## config.mk

```make
export PLATFORM = sky130hd
export DESIGN_NAME = pulse_test_sequencer_top
export DESIGN_NICKNAME = d
export VERILOG_FILES = /design/src/hdl/pts_pkg.sv /design/src/hdl/pts_step.sv /design/src/hdl/pulse_test_sequencer_top.sv
export VERILOG_INCLUDE_DIRS = /design/src /design/src/hdl
export SDC_FILE = /design/constraint.sdc
export NUM_CORES = 1
export LEC_CHECK = 0
export ABC_AREA = 1
export BUFFER_PORTS_ARGS = -buffer_cell sky130_fd_sc_hd__buf_2
export CORE_UTILIZATION = 50
export DETAILED_ROUTE_END_ITERATION = 16
export GPL_TIMING_DRIVEN = 0
export PLACE_DENSITY_LB_ADDON = 0.05
export REMOVE_ABC_BUFFERS = 1
export SLEW_MARGIN = 20
export SYNTH_ARGS = -nofsm -noshare
export SYNTH_HDL_FRONTEND = slang
export SYNTH_SLANG_ARGS = --single-unit
export TNS_END_PERCENT = 5
```

## constraint.sdc

```tcl
create_clock -name clk -period 3.7 [get_ports clk]
set_clock_uncertainty 0.05 [all_clocks]
set_input_delay 0.555 -clock clk [delete_from_list [all_inputs] [get_ports clk]]
set_output_delay 0.555 -clock clk [all_outputs]
set_load 0.02 [all_outputs]
```

## src/hdl/pulse_test_sequencer_top_defines.svh

```systemverilog
// assertion macros for the pulse test sequencer
`ifndef PULSE_TEST_SEQUENCER_TOP_DEFINES_SVH
`define PULSE_TEST_SEQUENCER_TOP_DEFINES_SVH

`ifndef SYNTHESIS

// plain property checked on every clock edge out of reset
`define PTS_ASSERT(lbl, prop, msg) \
	lbl: assert property (@(posedge clk) disable iff (!arst_n) (prop)) else $error(msg);

// overlapping implication checked on every clock edge out of reset
`define PTS_ASSERT_IMP(lbl, pre, post, msg) \
	lbl: assert property (@(posedge clk) disable iff (!arst_n) (pre) |-> (post)) \
		else $error(msg);

// implication that must hold in the cycle after the antecedent
`define PTS_ASSERT_NEXT(lbl, pre, post, msg) \
	lbl: assert property (@(posedge clk) disable iff (!arst_n) (pre) |=> (post)) \
		else $error(msg);

`else

`define PTS_ASSERT(lbl, prop, msg)
`define PTS_ASSERT_IMP(lbl, pre, post, msg)
`define PTS_ASSERT_NEXT(lbl, pre, post, msg)

`endif

`endif

```

## src/hdl/pts_pkg.sv

```systemverilog
// types and codes shared by the pulse test sequencer modules
`timescale 1ns / 1ps

package pts_pkg;

	localparam int InTdataW  = 72;
	localparam int InTuserW  = 3;
	localparam int OutTdataW = 80;
	localparam int CfgIdxW   = 3;
	localparam int CfgDataW  = 32;

	typedef enum logic [1:0] {
		DEV_NONE   = 2'd0,
		DEV_IDLE   = 2'd1,
		DEV_ERROR  = 2'd2,
		DEV_ACTIVE = 2'd3
	} dev_state_t;

	typedef enum logic [2:0] {
		PH_NONE    = 3'd0,
		PH_PREPARE = 3'd1,
		PH_WSWITCH = 3'd2,
		PH_WOUTSET = 3'd3,
		PH_RUN     = 3'd4,
		PH_REQSTOP = 3'd5,
		PH_WDISC   = 3'd6
	} phase_t;

	typedef enum logic [2:0] {
		ACT_TICK    = 3'd0,
		ACT_ENABLE  = 3'd1,
		ACT_DISABLE = 3'd2,
		ACT_FCLEAR  = 3'd3,
		ACT_START   = 3'd4,
		ACT_STOP    = 3'd5,
		ACT_EXTFLT  = 3'd6,
		ACT_NOP     = 3'd7
	} action_t;

	typedef enum logic [1:0] {
		PR_NONE   = 2'd0,
		PR_FORCED = 2'd1,
		PR_LIMIT  = 2'd2
	} problem_t;

	typedef enum logic [1:0] {
		OR_NONE = 2'd0,
		OR_OK   = 2'd1,
		OR_FAIL = 2'd2
	} op_result_t;

	typedef enum logic [1:0] {
		UE_NONE       = 2'd0,
		UE_NOT_READY  = 2'd1,
		UE_BLOCKED    = 2'd2,
		UE_BAD_CONFIG = 2'd3
	} user_error_t;

	typedef enum logic [CfgIdxW-1:0] {
		REG_TRANSIENT_DELAY = 3'd0,
		REG_PULSE_TIME      = 3'd1,
		REG_OUTPUT_MODE     = 3'd2,
		REG_OUTPUT_TYPE     = 3'd3,
		REG_VOLTAGE_LIMIT   = 3'd4,
		REG_CURRENT_LIMIT   = 3'd5
	} cfg_reg_t;

	typedef struct packed {
		logic [15:0] transient_delay;
		logic [31:0] pulse_time;
		logic        output_mode;
		logic        output_type;
		logic [23:0] voltage_limit;
		logic [23:0] current_limit;
	} cfg_t;

	typedef struct packed {
		action_t     action;
		logic        params_valid;
		logic [23:0] sample_voltage;
		logic [23:0] sample_current;
		logic [15:0] fault_reason_in;
	} item_t;

	typedef struct packed {
		dev_state_t  main_state;
		phase_t      phase;
		logic [31:0] deadline_count;
		logic        deadline_armed;
		problem_t    problem_code;
		op_result_t  result_code;
		logic [23:0] volt_latch;
		logic [23:0] curr_latch;
		logic [15:0] fault_code;
		logic        lamp;
		logic        reg_running;
		problem_t    stop_cause;
		// copy of the registers taken at start
		logic [31:0] t_pulse;
		logic        t_mode;
		logic        t_type;
		logic [23:0] t_vlim;
		logic [23:0] t_ilim;
	} state_t;

	typedef struct packed {
		dev_state_t  dev_state;
		phase_t      sub_state;
		user_error_t user_error;
		logic        regulator_on;
		logic        led_on;
		logic        config_channels;
		logic        set_limits;
		op_result_t  op_result;
		problem_t    problem;
		logic [23:0] voltage_result;
		logic [23:0] current_result;
		logic [15:0] fault_reason;
	} result_t;

endpackage

```

## src/hdl/pts_step.sv

```systemverilog
// next-state and result logic for one command or tick
`timescale 1ns / 1ps

module pts_step import pts_pkg::*; (
	input  state_t  st,
	input  cfg_t    cfg,
	input  item_t   item,
	output state_t  st_next,
	output result_t res
);

	state_t      n;
	user_error_t uerr;
	logic        strobe_cfg;
	logic        strobe_lim;
	logic        expired;
	logic        trip;
	logic [31:0] count_dec;

	assign expired   = st.deadline_armed && (st.deadline_count == 32'd0);
	assign count_dec = st.deadline_count - 32'd1;
	assign trip      = st.t_type ? (item.sample_voltage > st.t_vlim)
	                             : (item.sample_current > st.t_ilim);

	always_comb begin
		n          = st;
		uerr       = UE_NONE;
		strobe_cfg = 1'b0;
		strobe_lim = 1'b0;

		case (item.action)
			ACT_TICK: begin
				if (st.main_state == DEV_ACTIVE) begin
					// waiting phases count the deadline down unless it has run out
					if (st.deadline_armed && !expired && (st.phase == PH_WSWITCH ||
					    st.phase == PH_WOUTSET || st.phase == PH_RUN ||
					    st.phase == PH_WDISC)) begin
						n.deadline_count = count_dec;
					end
					case (st.phase)
						PH_PREPARE: begin
							n.deadline_count = 32'(cfg.transient_delay);
							n.deadline_armed = 1'b1;
							strobe_cfg       = 1'b1;
							n.phase          = PH_WSWITCH;
						end
						PH_WSWITCH: begin
							if (expired) begin
								n.deadline_count = 32'(cfg.transient_delay);
								n.deadline_armed = 1'b1;
								strobe_lim       = 1'b1;
								n.phase          = PH_WOUTSET;
							end
						end
						PH_WOUTSET: begin
							if (expired) begin
								if (st.t_mode) begin
									n.deadline_count = st.t_pulse;
									n.deadline_armed = 1'b1;
								end else begin
									n.deadline_count = 32'd0;
									n.deadline_armed = 1'b0;
								end
								n.reg_running = 1'b1;
								n.phase       = PH_RUN;
							end
						end
						PH_RUN: begin
							// a limit trip on the same tick as the timeout wins
							if (expired || trip) begin
								n.stop_cause  = trip ? PR_LIMIT : PR_NONE;
								n.reg_running = 1'b0;
								n.lamp        = 1'b0;
								n.phase       = PH_REQSTOP;
							end
						end
						PH_REQSTOP: begin
							n.deadline_count = 32'(cfg.transient_delay);
							n.deadline_armed = 1'b1;
							n.phase          = PH_WDISC;
						end
						PH_WDISC: begin
							if (expired) begin
								if (st.stop_cause == PR_NONE) begin
									n.result_code = OR_OK;
									n.volt_latch  = item.sample_voltage;
									n.curr_latch  = item.sample_current;
								end else begin
									n.problem_code = st.stop_cause;
									n.result_code  = OR_FAIL;
								end
								n.main_state     = DEV_IDLE;
								n.phase          = PH_NONE;
								n.deadline_armed = 1'b0;
							end
						end
						default: begin
						end
					endcase
				end
			end
			ACT_ENABLE: begin
				if (st.main_state == DEV_NONE) begin
					n.main_state = DEV_IDLE;
					n.phase      = PH_NONE;
				end else if (st.main_state != DEV_IDLE) begin
					uerr = UE_NOT_READY;
				end
			end
			ACT_DISABLE, ACT_FCLEAR: begin
				if ((item.action == ACT_DISABLE && st.main_state == DEV_IDLE) ||
				    (item.action == ACT_FCLEAR && st.main_state == DEV_ERROR)) begin
					// back to none, regulator flag untouched
					n.fault_code   = 16'd0;
					n.problem_code = PR_NONE;
					n.result_code  = OR_NONE;
					n.volt_latch   = 24'd0;
					n.curr_latch   = 24'd0;
					n.lamp         = 1'b0;
					n.main_state   = DEV_NONE;
					n.phase        = PH_NONE;
				end else if (item.action == ACT_DISABLE && st.main_state != DEV_NONE) begin
					uerr = UE_BLOCKED;
				end
			end
			ACT_START: begin
				if (st.main_state == DEV_IDLE) begin
					if (item.params_valid) begin
						n.t_pulse      = cfg.pulse_time;
						n.t_mode       = cfg.output_mode;
						n.t_type       = cfg.output_type;
						n.t_vlim       = cfg.voltage_limit;
						n.t_ilim       = cfg.current_limit;
						n.fault_code   = 16'd0;
						n.problem_code = PR_NONE;
						n.result_code  = OR_NONE;
						n.volt_latch   = 24'd0;
						n.curr_latch   = 24'd0;
						n.main_state   = DEV_ACTIVE;
						n.phase        = PH_PREPARE;
						n.lamp         = 1'b1;
					end else begin
						uerr = UE_BAD_CONFIG;
					end
				end else begin
					uerr = UE_NOT_READY;
				end
			end
			ACT_STOP: begin
				if (st.main_state == DEV_ACTIVE) begin
					if (st.phase != PH_REQSTOP && st.phase != PH_WDISC) begin
						n.stop_cause  = (st.phase == PH_RUN) ? PR_NONE : PR_FORCED;
						n.reg_running = 1'b0;
						n.lamp        = 1'b0;
						n.phase       = PH_REQSTOP;
					end
				end else begin
					uerr = UE_BLOCKED;
				end
			end
			ACT_EXTFLT: begin
				n.main_state = DEV_ERROR;
				n.phase      = PH_NONE;
				n.fault_code = item.fault_reason_in;
			end
			default: begin
			end
		endcase
	end

	assign st_next = n;

	always_comb begin
		res.dev_state       = n.main_state;
		res.sub_state       = n.phase;
		res.user_error      = uerr;
		res.regulator_on    = n.reg_running;
		res.led_on          = n.lamp;
		res.config_channels = strobe_cfg;
		res.set_limits      = strobe_lim;
		res.op_result       = n.result_code;
		res.problem         = n.problem_code;
		res.voltage_result  = n.volt_latch;
		res.current_result  = n.curr_latch;
		res.fault_reason    = n.fault_code;
	end

endmodule

```

## src/hdl/pulse_test_sequencer_top.sv

```systemverilog
// pulse test sequencer: input stage, sequencer state, result register
//
// Commands and time ticks come in on the s_ stream, one item each. The kind of
// item (action) travels in s_tuser; params_valid, the two samples and the fault
// reason travel in s_tdata. Every accepted item gives exactly one result item
// on the m_ stream: the device state, sub-state, user error, lamp and regulator
// flags, the one-tick strobes and the latched outcome after that item.
// Configuration goes through cfg_we / cfg_index / cfg_wdata and is taken on
// any edge with cfg_we high; write it only while no item is in flight.
// An accepted item is registered in the input stage and then evaluated in one
// pass as it moves into the result register, where m_tvalid rises with its result.
// Throughput: one item per cycle while the result register is free or drained.
// When the receiver stalls, the result register holds and the input stage
// fills; s_tready drops once both are full and rises as soon as m_tready does.
// Reset puts the sequencer in state none with all outcomes cleared, the lamp
// and regulator off, transient delay 10 and all other registers 0.
`timescale 1ns / 1ps
`include "pulse_test_sequencer_top_defines.svh"

module pulse_test_sequencer_top import pts_pkg::*; (
	input  logic                 clk,
	input  logic                 arst_n,
	input  logic                 cfg_we,
	input  logic [CfgIdxW-1:0]   cfg_index,
	input  logic [CfgDataW-1:0]  cfg_wdata,
	input  logic                 s_tvalid,
	output logic                 s_tready,
	// [0] params_valid, [24:1] sample_voltage, [48:25] sample_current,
	// [64:49] fault_reason_in, [71:65] zero
	input  logic [InTdataW-1:0]  s_tdata,
	// [2:0] action
	input  logic [InTuserW-1:0]  s_tuser,
	output logic                 m_tvalid,
	input  logic                 m_tready,
	// [1:0] dev_state, [4:2] sub_state, [6:5] user_error, [7] regulator_on,
	// [8] led_on, [9] config_channels, [10] set_limits, [12:11] op_result,
	// [14:13] problem, [38:15] voltage_result, [62:39] current_result,
	// [78:63] fault_reason, [79] zero
	output logic [OutTdataW-1:0] m_tdata
);

	cfg_t    cfg_q;
	item_t   item_s1;
	logic    valid_s1;
	state_t  st_q;
	state_t  st_next;
	result_t res_next;
	result_t out_q;
	logic    out_valid_q;
	logic    adv;

	// configuration registers
	always_ff @(posedge clk or negedge arst_n) begin
		if (!arst_n) begin
			// transient delay 10, everything else zero
			cfg_q <= {16'd10, 82'd0};
		end else if (cfg_we) begin
			case (cfg_reg_t'(cfg_index))
				REG_TRANSIENT_DELAY: cfg_q.transient_delay <= cfg_wdata[15:0];
				REG_PULSE_TIME:      cfg_q.pulse_time      <= cfg_wdata[31:0];
				REG_OUTPUT_MODE:     cfg_q.output_mode     <= cfg_wdata[0];
				REG_OUTPUT_TYPE:     cfg_q.output_type     <= cfg_wdata[0];
				REG_VOLTAGE_LIMIT:   cfg_q.voltage_limit   <= cfg_wdata[23:0];
				REG_CURRENT_LIMIT:   cfg_q.current_limit   <= cfg_wdata[23:0];
				default: begin
				end
			endcase
		end
	end

	// the stage moves into the result register when that is free or drained
	assign adv      = valid_s1 && (!out_valid_q || m_tready);
	assign s_tready = !valid_s1 || adv;

	always_ff @(posedge clk or negedge arst_n) begin
		if (!arst_n) begin
			valid_s1 <= 1'b0;
		end else if (s_tready) begin
			valid_s1 <= s_tvalid;
		end
	end

	always_ff @(posedge clk) begin
		if (s_tvalid && s_tready) begin
			item_s1.action          <= action_t'(s_tuser[2:0]);
			item_s1.params_valid    <= s_tdata[0];
			item_s1.sample_voltage  <= s_tdata[24:1];
			item_s1.sample_current  <= s_tdata[48:25];
			item_s1.fault_reason_in <= s_tdata[64:49];
		end
	end

	pts_step u_step (
		.st      (st_q),
		.cfg     (cfg_q),
		.item    (item_s1),
		.st_next (st_next),
		.res     (res_next)
	);

	// all-zero state is state none, phase none, everything cleared
	always_ff @(posedge clk or negedge arst_n) begin
		if (!arst_n) begin
			st_q <= '0;
		end else if (adv) begin
			st_q <= st_next;
		end
	end

	always_ff @(posedge clk or negedge arst_n) begin
		if (!arst_n) begin
			out_valid_q <= 1'b0;
		end else if (adv) begin
			out_valid_q <= 1'b1;
		end else if (m_tready) begin
			out_valid_q <= 1'b0;
		end
	end

	always_ff @(posedge clk) begin
		if (adv) begin
			out_q <= res_next;
		end
	end

	assign m_tvalid = out_valid_q;
	assign m_tdata  = {1'b0, out_q.fault_reason, out_q.current_result,
	                   out_q.voltage_result, out_q.problem, out_q.op_result,
	                   out_q.set_limits, out_q.config_channels, out_q.led_on,
	                   out_q.regulator_on, out_q.user_error, out_q.sub_state,
	                   out_q.dev_state};

	// a stalled result must freeze the sequencer state
	`PTS_ASSERT_NEXT(a_stall_holds_state, valid_s1 && out_valid_q && !m_tready, $stable(st_q), "state moved while result stalled")
	// an evaluated item always shows up as a result next cycle
	`PTS_ASSERT_NEXT(a_adv_gives_result, adv, m_tvalid, "evaluated item lost")
	// channel configure strobe only on entry to the switch settling phase
	`PTS_ASSERT_IMP(a_cfg_strobe_phase, m_tvalid && out_q.config_channels, out_q.sub_state == PH_WSWITCH && out_q.dev_state == DEV_ACTIVE, "configure strobe outside switch settling")

endmodule
```

==> impl_metrics.toml, run 1 <==
[critical_path]
worstPathArrival_ns = 3.72
crit_fanout = 17
critPathTopFamily = "simple AND/OR/NAND/NOR gates"
r2r_slack_ns = 0.27
r2r_cells = 9
critPathKind = "reg2reg"
end_kind = "flop"
cpMaxStageDelayCell = "nand3_1"
crit_start = "st_q[164]"
path_buf_inv = 1
cp_num_cells = 9
crit_required_ns = 3.99
crit_chain = "nor2_1 -> nand2_1 -> nor3_1 -> nand3_1 -> inv_1 -> nand3_1 -> o21ai_0 -> nand2_1 -> a21o_1"
timing.rr.start = "st_q[164]"
crit_path_end = "m_tdata[1]"
rr_endpoint = "m_tdata[1]"
critPathLaunchType = "flop"
cpPeakStageDelay_ns = 0.68

[timing]
fin_crit_ns = 3.43
slew_headroom_pct = 34.3
fin_crit_sh_pct = 92.7
hold_viol = 0
holdWs_ns = 0.0879
worstMarginPinSlew_ns = 0.983
fmax_mhz = 292
slew_viol_final = 0
setup_viol = 0
rsz0062_at_grt = "yes"

[synth]
synth_area_leader_cell = "dfrtp_1"
yosys-top-cells-count = "420 x nand2_1, 290 x dfrtp_1, 263 x o21ai_0, 254 x inv_1, 158 x nor2_1"
synth.distinct_cells = 43
synthTopCellsByArea = "dfrtp_1 37%, edfxtp_1 22%, nand2_1 7.9%, o21ai_0 6.6%, inv_1 4.8%"
syn_inst = 2123
yosysMostFrequentCell = "nand2_1"
synth_top_area_share_pct = 36.5
synth-edff-count = 147
synth.avg_cell_area_um2 = 9.36
synth_warnings = 0
synth-async-reset-ratio_pct = 66.5
ys_ff_latch = 439
synth_flop_cell = "dfrtp_1"
seq_area_frac_synth_pct = 59.0
netlist_area_um2 = 19900

[status]
status = "finished clean"

[job]
drv_cap = 0

[die]
die_h_um = 201
rows = 72
start_util_pct = 51.1
ios = 197
coreArea_um2 = 38900
die_w_um = 201
die_area_um2 = 40600

[cts]
cts_setup_buffers = 0
cts_tree = "done"
numCtsBuffers = 47
worstSkewPairLatency_ns = 0.59
clockRootBuffer = "clkbuf_16"
clk_path_buf_depth = 3
h-tree-depth = 2
clkTransAtPathRegs_ns = 0.06
numClockSinks = 439

[power_and_ir_drop]
p_sw_share_pct = 31.1
power_frac_seq_pct = 45.3
p_per_area_nw_per_um2 = 636
comb_power_share_pct = 21.6
p_leak_nw = 10.8
p_clk_share_pct = 33.0
intPower_w = 0.0101
p_sw_w = 0.00457
vdd_ir_drop_max_v = 0.000387
total_power_w = 0.0147

[cells_and_area]
fin_area_um2 = 23100
area_growth_pct = 16.4
fin_nets = 2448
n_fill_cell = 3419
final_layout_size_suffix_gt1_share_pct = 14.9
fin_util_pct = 59.5

[routing]
wirelength_mm = 48.5
wl_per_cell_um = 17.1
drt_iter0_drc = 957
drc = 0
num_vias = 15078
via_per_inst = 5.31
ant_nets = 0
dr.pass1.iters = 5

[worst_hold_path]
holdCritPathClass = "in2reg"

[placed_design]
portBuffers = 188
place_area_um2 = 21500
gp_congestion = 0.881
dp_hpwl_mm = 33.1

[grt]
overflow = 0
grt_pass1_vias = 14689
grt_max_degree = 120
antenna_found_initial = 1
grt_pass1_wl_mm = 78.7
grt_use_total_pct = 24.6
[power by group through the flow]
stage	registers [W]	logic, W	clock network (W)
after floorplan	0.00686	0.00197	0
after global placement	0.00676	0.00302	0
after detailed placement	0.00676	0.00318	0
after CTS	0.00668	0.00320	0.00499
after global routing	0.00680	0.00364	0.00517
final	0.00667	0.00318	0.00486
[worst reg2reg max path: cells and delay by family, from the launching register on]
family	cells	cell delay, ns
and+or+nand+nor	6	1.69
AOI/OAI and AO/OA	2	0.63
DFF	1	0.44
buffers and inverters	1	0.39
[registers in the layout, indices dropped and copies added, names as in the netlist]
signal	cells
st_q	192
cfg_q	98
m_tdata	79
item_s1	68
m_tvalid	1
valid_s1	1
[area by class of cell]
class	count	area [um^2]	area share (%)
tap	518	648	2.80
multi-input combinational	1331	6840	29.6
inverter	262	996	4.30
sequential	439	11700	50.7
timing repair buffer	203	1300	5.62
clock inverter	18	190	0.822
clock buffer	70	1440	6.21
antenna	1	2.50	0.0108
[logic make-up after synthesis]
family | synth area share (%)
AOI/OAI and AO/OA | 14.0
xor gates and xnor gates | 0.969
adders and majority gates | 3.08
buffers and inverters | 6.89
DFF | 59.0
muxes | 1.59
other | 0.0189
and+or+nand+nor | 14.5
[metal layers]
layer,track usage [%],wire length [um],share of wire (%),vias to the layer above
met2,39.9,22900,47,378
met5,0,0,0,-
met1,34.1,22400,46,7216
met3,3.21,2070,4.3,84
met4,8.71,1250,2.6,0
li1,-,-,-,7400
[layout by cell type, fill, tap and decap left out, types with 3 or more instances in the layout]
| cell | synthesis | final |
|---|---|---|
| clkinv_2 | 0 | 11 |
| mux2_2 | 28 | 28 |
| o31ai_1 | 3 | 3 |
| a21boi_0 | 3 | 3 |
| nand3_1 | 56 | 56 |
| nor3_1 | 13 | 11 |
| ha_1 | 49 | 49 |
| buf_16 | 0 | 9 |
| bufinv_16 | 0 | 3 |
| a22oi_1 | 3 | 3 |
| o21ai_0 | 263 | 263 |
| o21ai_1 | 65 | 65 |
| nand2_1 | 420 | 416 |
| buf_12 | 0 | 4 |
| a31oi_1 | 6 | 6 |
| nor2_4 | 4 | 6 |
| nand4_1 | 33 | 33 |
| clkbuf_8 | 0 | 11 |
| xor2_1 | 19 | 19 |
| nor2_2 | 6 | 9 |
| a21oi_1 | 147 | 147 |
| edfxtp_1 | 147 | 147 |
| nand2_2 | 1 | 4 |
| o22ai_1 | 19 | 19 |
| dfrtp_1 | 290 | 290 |
| xnor2_1 | 3 | 3 |
| inv_1 | 254 | 252 |
| nor2_1 | 158 | 153 |
| clkbuf_1 | 62 | 9 |
| o211ai_1 | 11 | 11 |
| buf_2 | 14 | 187 |
| clkbuf_16 | 0 | 50 |
| nor4_1 | 5 | 5 |
| a21o_1 | 5 | 5 |
| inv_2 | 6 | 5 |
[through the flow]
step / worst slack (ns) / instances / setup TNS, ns
floorplan: -2.78 / 2032 / -214.33
detailed placement: 0.0782 / 2752 / 0
global placement: -6.37 / 2738 / -1889.22
CTS: 0.103 / 2841 / 0
global route: -0.0703 / 2842 / -0.104
finish: 0.270 / 2842 / 0
[how the worst min path moves through the flow]
stage	startpoint	end	slack [ns]	cells after the start
after floorplan	arst_n	cfg_q[0]	0.21	0
after global placement	cfg_q[63]	cfg_q[63]	0.41	2
after detailed placement	cfg_q[48]	cfg_q[48]	0.42	2
after CTS	s_tdata[24]	item_s1[63]	0.05	1
after global routing	s_tdata[37]	item_s1[28]	0.07	1
final	s_tdata[24]	item_s1[63]	0.09	1
[timing repair]
item	in CTS	in global routing
gates resized for setup	0	1
setup endpoints to repair	0	8
hold endpoints to repair	47	0
hold buffers	1	0
(Power assumes the default switching activity.)
==> run 2, diff against run 1 <==
--- a/config.mk
+++ b/config.mk
@@ -10,11 +10,13 @@
 export BUFFER_PORTS_ARGS = -buffer_cell sky130_fd_sc_hd__buf_2
 export CORE_UTILIZATION = 50
 export DETAILED_ROUTE_END_ITERATION = 16
-export GPL_TIMING_DRIVEN = 0
+export GPL_TIMING_DRIVEN = 1
+export HOLD_SLACK_MARGIN = 0.15
 export PLACE_DENSITY_LB_ADDON = 0.05
 export REMOVE_ABC_BUFFERS = 1
 export SLEW_MARGIN = 20
 export SYNTH_ARGS = -nofsm -noshare
 export SYNTH_HDL_FRONTEND = slang
+export SYNTH_HIERARCHICAL = 1
 export SYNTH_SLANG_ARGS = --single-unit
 export TNS_END_PERCENT = 5
==> run 2 against run 1 <==
Compared with the run above: critical endpoint is now st_q[123]; highest routed layer is now met5; first-iteration DRC count rose by 64%; synthesized cell count rose by 32%; clock power fell by 3%; fmax rose by 13%; sequential share of layout area fell by 5.3 points.
==> impl_metrics.toml, run 2 <==
[timing]
worstMarginPinSlew_ns = 1.20
fmax_mhz = 330
slew_headroom_pct = 19.9
rsz0062_at_grt = "no"
fin_crit_sh_pct = 82.0
slew_viol_final = 0
hold_viol = 0
holdWs_ns = 0.172
fin_crit_ns = 3.03
setup_viol = 0

[critical_path]
crit_fanout = 42
critPathLaunchType = "flop"
cp_num_cells = 14
r2r_cells = 14
critPathTopFamily = "simple AND/OR/NAND/NOR gates"
cpPeakStageDelay_ns = 0.47
critPathKind = "reg2reg"
path_buf_inv = 3
worstPathArrival_ns = 3.45
end_kind = "flop"
crit_required_ns = 4.12
crit_top_cell = "nand2_1"
crit_chain = "inv_1 -> ha_1 -> nand2_2 -> nor2_4 -> nand2_1 -> nor3_2 -> nand3_2 -> inv_2 -> nand4_2 -> a21oi_4 -> buf_4 -> o22ai_1 -> nand3_1 -> nand2_1"
cpMaxStageDelayCell = "buf_4"

[cells_and_area]
final_layout_size_suffix_gt1_share_pct = 11.1
fin_nets = 3088
largest_reg_flops = 192
final_common_cell = "nand2_1"
final_cell_mix = "1,016 x nand2_1, 330 x nand3_1, 289 x dfrtp_1"
area_growth_pct = 13.2
fin_area_um2 = 25800
largest_register = "st_q"

[routing]
via_per_inst = 5.38
num_vias = 19144
dr.pass1.iters = 6
wirelength_mm = 62.1
drt_iter0_drc = 1566
wl_per_cell_um = 17.5
ant_nets = 0
drc = 0

[cts]
cts_setup_buffers = 0
worstSkewPairLatency_ns = 0.60
h-tree-depth = 2
clockRootBuffer = "clkbuf_16"
clk_path_buf_depth = 3
clkTransAtPathRegs_ns = 0.06
cts_tree = "done"
numCtsBuffers = 49
numClockSinks = 439

[placed_design]
dp_hpwl_mm = 37.9
gp_congestion = 0.921
portBuffers = 188
place_area_um2 = 23600

[grt]
grt_max_degree = 194
grt_pass1_wl_mm = 101
antenna_found_initial = 4
grt_use_total_pct = 27.0
grt_pass1_vias = 19228
overflow = 0

[synth]
synth-edff-count = 147
seq_area_frac_synth_pct = 51.3
syn_inst = 2805
yosysMostFrequentCell = "nand2_1"
synth-async-reset-ratio_pct = 66.5
synth_area_leader_cell = "dfrtp_1"
ys_ff_latch = 439
synthTopCellsByArea = "dfrtp_1 32%, edfxtp_1 19%, nand2_1 17%, nand3_1 7.2%, inv_1 4.1%"
synth_top_area_share_pct = 31.8
yosys-top-cells-count = "1,018 x nand2_1, 330 x nand3_1, 290 x dfrtp_1, 251 x inv_1, 147 x edfxtp_1"
synth_flop_cell = "dfrtp_1"
synth_warnings = 6
synth.avg_cell_area_um2 = 8.14
netlist_area_um2 = 22800
synth.distinct_cells = 48

[power_and_ir_drop]
p_leak_nw = 12.9
vdd_ir_drop_max_v = 0.000419
p_per_area_nw_per_um2 = 566

[die]
ios = 197
die_w_um = 216
rows = 77
die_area_um2 = 46500
coreArea_um2 = 44600
start_util_pct = 51.2
die_h_um = 216

[status]
status = "finished clean"

[worst_hold_path]
whs_path_depth = 3
holdCritPathClass = "in2reg"

[job]
drv_cap = 0
[run 2: worst register-to-register path, stage by stage, from the launching register on]
cell	delay, ns
dfrtp_1	0.40
inv_1	0.10
ha_1	0.29
nand2_2	0.16
nor2_4	0.19
nand2_1	0.08
nor3_2	0.13
nand3_2	0.14
inv_2	0.10
nand4_2	0.15
a21oi_4	0.17
buf_4	0.47
o22ai_1	0.28
nand3_1	0.13
nand2_1	0.08
[run 2: metal layers]
layer  share of wire (%)  vias up  track usage, %
met3                 5.4      107            3.50
li1                    -     9240               -
met4                 2.7        2            9.95
met1                  43     9222            35.6
met5               0.013        -               0
met2                  49      573            45.7
[run 2: area by class of cell]
type / instances / area, um^2
multi-input cells: 1886 / 8860
repair buffers: 288 / 2010
clock buffers: 76 / 1390
inverters: 260 / 978
flip-flops and latches: 439 / 11700
diodes: 3 / 7.51
fillers: 4127 / 18800
clock inverters: 16 / 135
well taps: 592 / 741
[run 2: cells by family after synthesis]
logic type	share of synthesized area, %
compound gates	7.52
xor+xnor	0.997
fa+ha+maj	2.68
simple gates	27.4
flops	51.3
buf+inv	10.0
other cells	0.0164
[run 2: report_power, final]
part           internal [W]  total [W]  switching (W)
combinational       0.00120    0.00361        0.00241
clock               0.00266    0.00469        0.00203
sequential          0.00581    0.00632       0.000504
total               0.00967     0.0146        0.00495
[run 2: path summary, 6_finish.rpt]
| path | startpoint | slack (ns) | end |
|---|---|---|---|
| max | st_q[155] | 0.67 | st_q[123] |
| min | cfg_wdata[31] | 0.17 | cfg_q[81] |
| max reg2reg | st_q[155] | 0.67 | st_q[123] |
| min reg2reg | st_q[150] | 0.42 | st_q[150] |
| max in group asynchronous | arst_n | 2.16 | st_q[123] |
| min in group asynchronous | arst_n | 0.50 | cfg_q[80] |
[run 2: metrics by stage]
| stage | setup slack (ns) | util (%) | std cells | setup TNS (ns) | total power, W |
|---|---|---|---|---|---|
| floorplan | -6.95 | - | 2585 | -1585.50 | 0.00870 |
| global placement | 0.823 | 52.7 | 3389 | 0 | 0.00980 |
| detailed placement | 0.722 | 52.8 | 3390 | 0 | 0.00991 |
| CTS | 0.691 | 57.9 | 3557 | 0 | 0.0147 |
| global route | 0.432 | 57.9 | 3560 | 0 | 0.0155 |
| finish | 0.667 | 57.9 | 3560 | 0 | 0.0146 |
[run 2: what timing repair did]
item	in CTS	in global routing
endpoints found under the setup margin	0	0
endpoints found under the hold margin	144	0
hold buffers	75	0
gates resized for setup	0	0
